$ cat config.mk
export PLATFORM = sky130hd
export DESIGN_NAME = ofifo_ctrl
export DESIGN_NICKNAME = d
export VERILOG_FILES = /design/src/hdl/ofifo_pkg.sv /design/src/hdl/ofifo_ctrl.sv
export SDC_FILE = /design/constraint.sdc
export NUM_CORES = 1
export LEC_CHECK = 0
export BUFFER_PORTS_ARGS = -buffer_cell sky130_fd_sc_hd__buf_4
export CAP_MARGIN = 20
export CORE_AREA = 2 2 39 41
export DETAILED_ROUTE_END_ITERATION = 12
export DIE_AREA = 0 0 41 43
export PLACE_DENSITY = 0.38
export REMOVE_ABC_BUFFERS = 1
export SYNTH_ARGS = -nofsm -noshare
export SYNTH_HDL_FRONTEND = slang
export SYNTH_SLANG_ARGS = --single-unit
$ cat constraint.sdc
create_clock -name clk -period 1.1 [get_ports clk]
set_clock_uncertainty 0.15 [all_clocks]
set_input_delay 0.11 -clock clk [delete_from_list [all_inputs] [get_ports clk]]
set_output_delay 0.11 -clock clk [all_outputs]
set_load 0.005 [all_outputs]
$ cat src/hdl/ofifo_pkg.sv
// ----------------------------------------------------------------------------
// ofifo_pkg
// Shared types and constants for the overwriting frame fifo.
// ----------------------------------------------------------------------------
package ofifo_pkg;

    localparam int MAX_FRAMES   = 1024;
    localparam int MAX_CHANNELS = 8;

    localparam int SAMPLE_W = 32;
    localparam int IDX_W    = $clog2(MAX_FRAMES);
    localparam int FILL_W   = 11;
    localparam int CAP_W    = 11;
    localparam int CHAN_W   = 4;
    localparam int KIND_W   = 2;
    localparam int REG_W    = 2;
    localparam int CFG_W    = 11;

    // clamp limits for the configuration registers
    localparam logic [CHAN_W-1:0] CHAN_MAX = CHAN_W'(MAX_CHANNELS);
    localparam logic [CAP_W-1:0]  CAP_MAX  = CAP_W'(MAX_FRAMES);

    // item kinds
    typedef enum logic [KIND_W-1:0] {
        KIND_PUSH  = 2'd0,
        KIND_POP   = 2'd1,
        KIND_CLEAR = 2'd2,
        KIND_NOP   = 2'd3
    } kind_t;

    // configuration register indexes
    localparam logic [REG_W-1:0] REG_CHANNELS = 2'd0;
    localparam logic [REG_W-1:0] REG_CAPACITY = 2'd1;

    typedef logic [MAX_CHANNELS-1:0][SAMPLE_W-1:0] frame_t;

    // commands from controller to datapath
    typedef struct packed {
        logic capture;
        logic exec;
        logic cfg_we;
    } ofifo_cmd_t;

endpackage

$ cat src/hdl/ofifo_ctrl.sv
// ----------------------------------------------------------------------------
// ofifo_ctrl
// Sequencer: accept a transaction, run it through the datapath, hold result.
// ----------------------------------------------------------------------------
module ofifo_ctrl (
    input  logic                clk,
    input  logic                rst_n,
    input  logic                in_valid,
    output logic                in_stall,
    output logic                out_valid,
    input  logic                out_stall,
    input  logic                cfg_valid,
    output logic                cfg_ready,
    output ofifo_pkg::ofifo_cmd_t cmd
);
    import ofifo_pkg::*;

    typedef enum logic [1:0] {
        ST_IDLE,
        ST_EXEC,
        ST_RESP
    } state_t;

    state_t state_reg;
    state_t state_next;
    logic   out_valid_reg;
    logic   out_valid_next;

    // next state
    always_comb
    begin
        state_next     = state_reg;
        out_valid_next = out_valid_reg;
        unique case (state_reg)
            ST_IDLE:
            begin
                if (in_valid)
                begin
                    state_next = ST_EXEC;
                end
            end
            ST_EXEC:
            begin
                state_next     = ST_RESP;
                out_valid_next = 1'b1;
            end
            ST_RESP:
            begin
                if (!out_stall)
                begin
                    state_next     = ST_IDLE;
                    out_valid_next = 1'b0;
                end
            end
            default:
            begin
                state_next     = ST_IDLE;
                out_valid_next = 1'b0;
            end
        endcase
    end

    // state and registered outputs
    always_ff @(posedge clk or negedge rst_n)
    begin
        if (!rst_n)
        begin
            state_reg     <= ST_IDLE;
            out_valid_reg <= 1'b0;
        end
        else
        begin
            state_reg     <= state_next;
            out_valid_reg <= out_valid_next;
        end
    end

    assign in_stall    = (state_reg != ST_IDLE);
    assign cfg_ready   = (state_reg == ST_IDLE);
    assign out_valid   = out_valid_reg;
    assign cmd.capture = in_valid && (state_reg == ST_IDLE);
    assign cmd.exec    = (state_reg == ST_EXEC);
    assign cmd.cfg_we  = cfg_valid && (state_reg == ST_IDLE);

endmodule

==> impl_summary.txt <==
----------------------------------------------------
[Floorplanning]
  Row Count ... 14
  Core area ... 1380 um^2
  Floorplan die height ... 43 um
  Initial Utilization ... 10.6%
  DIE AREA ... 1760 um^2
  Horiz. Die Dim ... 41 um
  Top-level I/O count ... 11

[Clocking]
  CTS tree ... built
  Number of levels in the clock H-tree ... 1
  Clock buffers created by TritonCTS ... 3
  Number of sinks handled by clock tree synthesis ... 3
  Clock tree buffer depth ... 2
  Clock Latency Late Sink ... 0.23 ns
  Clk Tree Root Cell ... sky130_fd_sc_hd__clkbuf_4
  Clock-pin slew on the worst setup and hold paths ... 0.04 ns

[Global route]
  Antenna violations before repair ... 0
  Total congestion overflow after global routing ... 0
  Via count of the first global-routing pass ... 175
  Maximum number of pins on one net before global-route repair ... 6
  Wire length of the first global-routing pass ... 655 um
  Total routing usage reported by global routing ... 6.03%

[Worst setup path]
  Cell breakdown of the critical path ... nor2_4, and2_4, buf_6
  Arr. time, crit path ... 1.04 ns
  Critical path launch point type ... register
  Worst Setup Path Type ... reg2out
  Maximum single-stage delay on the critical path ... 0.40 ns
  Crit path required time ... 0.84 ns
  Largest delay share family, worst path ... flip-flops
  CP max-delay cell ... sky130_fd_sc_hd__dfrtp_1
  Critical Path Sink Type ... output port
  Worst reg2reg path depth ... 4
  Worst path bufs/invs ... 1
  Highest net fanout along the worst path ... 5
  Total stage count of the critical path ... 3

[STA]
  Worst slew pin tran ... 0.141 ns
  Post-layout min period ... 1.30 ns
  RSZ-0062 raised after global routing ... yes
  Final hold vios ... 0
  PnR worst setup slack ... -0.197 ns
  Setup Viol. Count Final ... 7
  Total count of max-transition violations in the final report ... 0
  Fmax ... 771 MHz
  Fraction of the cycle the final worst path needs ... 118%
  Worst hold margin ... 0.0678 ns
  Worst slew margin relative to its limit ... 90.6%

[Cells and area]
  Final cell count without fillers ... 51
  Final core utilization ... 25.0%
  Max reg flops ... 2
  Inserted Diodes ... 0
  Share of layout cells above drive strength 1 ... 62.9%
  Finished Cell Area ... 347 um^2
  Net count, final ... 41
  # fillers ... 154
  P&R area growth vs syn ... 137%

[Power]
  Sum of internal, switching and leakage power ... 0.847 mW
  Highest ir drop seen on vdd ... 0.781 mV
  Leakage power ... 0.174 nW
  Pwr per Cell Area ... 2440 nW/um^2

[Drt]
  Via count ... 166
  Final Routed Wirelength ... 411 um
  Number of violations reported at the end of detailed-routing iteration 0 ... 0
  ANT nets after route ... 0
  Via density per instance ... 3.25
  TritonRoute pass-1 iters ... 1
  Final routed wire length divided by cell count ... 8.06 um
  Count of unresolved DRC violations after routing ... 0

[Flow run]
  Max-capacitance violation count ... 0

[Synth]
  Register bit total from synthesis ... 3
  Count of unique library cells instantiated by Yosys ... 10
  Syn Area/Cell ... 9.76 um^2
  Summed instance area of the synthesized netlist ... 146 um^2
  Post-synthesis cell count ... 15
  Share of the yosys chip area belonging to registers ... 51.3%
  Total number of yosys warnings ... 0

[Worst hold path]
  Class of the worst hold path ... in2async

[Run status]
  Violations in the final reports ... setup timing
  Result of the run ... complete, but fails checks

[Placed design]
  RD Place Congestion ... 0.618
  Estimated wirelength of the detail-placed design ... 298 um
  Buffers on Ports ... 10
  Total instance count after detailed placement ... 41
  Post-place instance area ... 241 um^2

----------------------------------------------------
==> layer usage <==
| layer | share of wire, % | routed length (um) | track usage (%) |
|---|---|---|---|
| met5 | 0 | 0 | 0 |
| met1 | 39 | 162 | 6.45 |
| met3 | 18 | 73 | 3.66 |
| met4 | 0 | 0 | 6.00 |
| met2 | 43 | 175 | 7.50 |
==> worst reg2reg max path, delay by kind of cell (launching register included) <==
family	cells	cell delay [ns]
compound gates	1	0.13
flops	1	0.40
buf+inv	2	0.26
simple gates	1	0.13
==> cells in the mapped netlist, drive strengths merged <==
cell type / count / area share, %
a21oi: 1 / 3.4
nor2b: 1 / 6.0
nand2b: 1 / 4.3
dfrtp: 3 / 51
nor2: 2 / 6.8
buf: 1 / 5.1
o21bai: 1 / 5.1
inv: 2 / 5.1
and2: 3 / 13
==> logic make-up (layout without fill, tap and decap cells) <==
kind of cell / count (synthesis) / in the layout / synth area share [%]
AND/OR/NAND/NOR: 7 / 7 / 29.9
flip-flops: 3 / 3 / 51.3
AO/OA/AOI/OAI: 2 / 2 / 8.55
buffers and inverters: 3 / 23 / 10.3
==> power by group <==
group,leakage (nW),switching [mW],internal [mW]
clock network,0.0150,0.0565,0.136
logic,0.122,0.156,0.302
registers,0.0369,0.0391,0.157
total,0.174,0.252,0.595
==> layout by cell type, fill, tap and decap left out <==
| cell type | Yosys | layout |
|---|---|---|
| sky130_fd_sc_hd__buf_4 | 1 | 12 |
| sky130_fd_sc_hd__clkbuf_4 | 0 | 3 |
| sky130_fd_sc_hd__dlygate4sd3_1 | 0 | 3 |
| sky130_fd_sc_hd__dfrtp_1 | 3 | 3 |
| sky130_fd_sc_hd__inv_1 | 2 | 2 |
| sky130_fd_sc_hd__and2_1 | 3 | 2 |
| sky130_fd_sc_hd__buf_6 | 0 | 2 |
| sky130_fd_sc_hd__nor2b_2 | 1 | 1 |
| sky130_fd_sc_hd__nor2_4 | 0 | 1 |
| sky130_fd_sc_hd__and2_4 | 0 | 1 |
| sky130_fd_sc_hd__nand2b_4 | 0 | 1 |
| sky130_fd_sc_hd__o21bai_1 | 1 | 1 |
| sky130_fd_sc_hd__nor2_1 | 1 | 1 |
| sky130_fd_sc_hd__a21oi_2 | 0 | 1 |
| sky130_fd_sc_hd__clkbuf_1 | 0 | 1 |
==> path summary, 6_finish.rpt <==
path                               from           end  slack (ns)
setup / recovery           state_reg[0]        cmd[0]       -0.20
hold / removal                    rst_n  state_reg[0]        0.07
setup reg to reg           state_reg[0]  state_reg[1]       -0.06
hold reg to reg               out_valid     out_valid        0.36
max in group asynchronous         rst_n  state_reg[1]        0.64
min in group clk              out_valid     out_valid        0.36
==> area by class of cell <==
type | instances | area (um^2) | area share [%]
timing repair buffer | 17 | 143 | 41.2
multi-input combinational | 9 | 75.1 | 21.7
clock buffer | 4 | 26.3 | 7.58
inverter | 2 | 7.51 | 2.17
sequential | 3 | 75.1 | 21.7
tap | 16 | 20.0 | 5.78
==> per-stage QoR <==
stage               TNS (ns)  setup WS (ns)
finish                -0.952         -0.197
global route           -1.35         -0.258
CTS                   -0.883         -0.200
detailed placement   -0.0171        -0.0163
global placement           0        0.00582
floorplan                  0          0.137
==> timing repair <==
action | in CTS | in global routing
pin swaps | 3 | 2
setup endpoints to repair | 5 | 7
hold buffers | 2 | 1
gates resized for setup | 4 | 2
gates cloned | 0 | 0
endpoints found under the hold margin | 4 | 1
buffers inserted | 2 | 1
(Power assumes the default switching activity.)
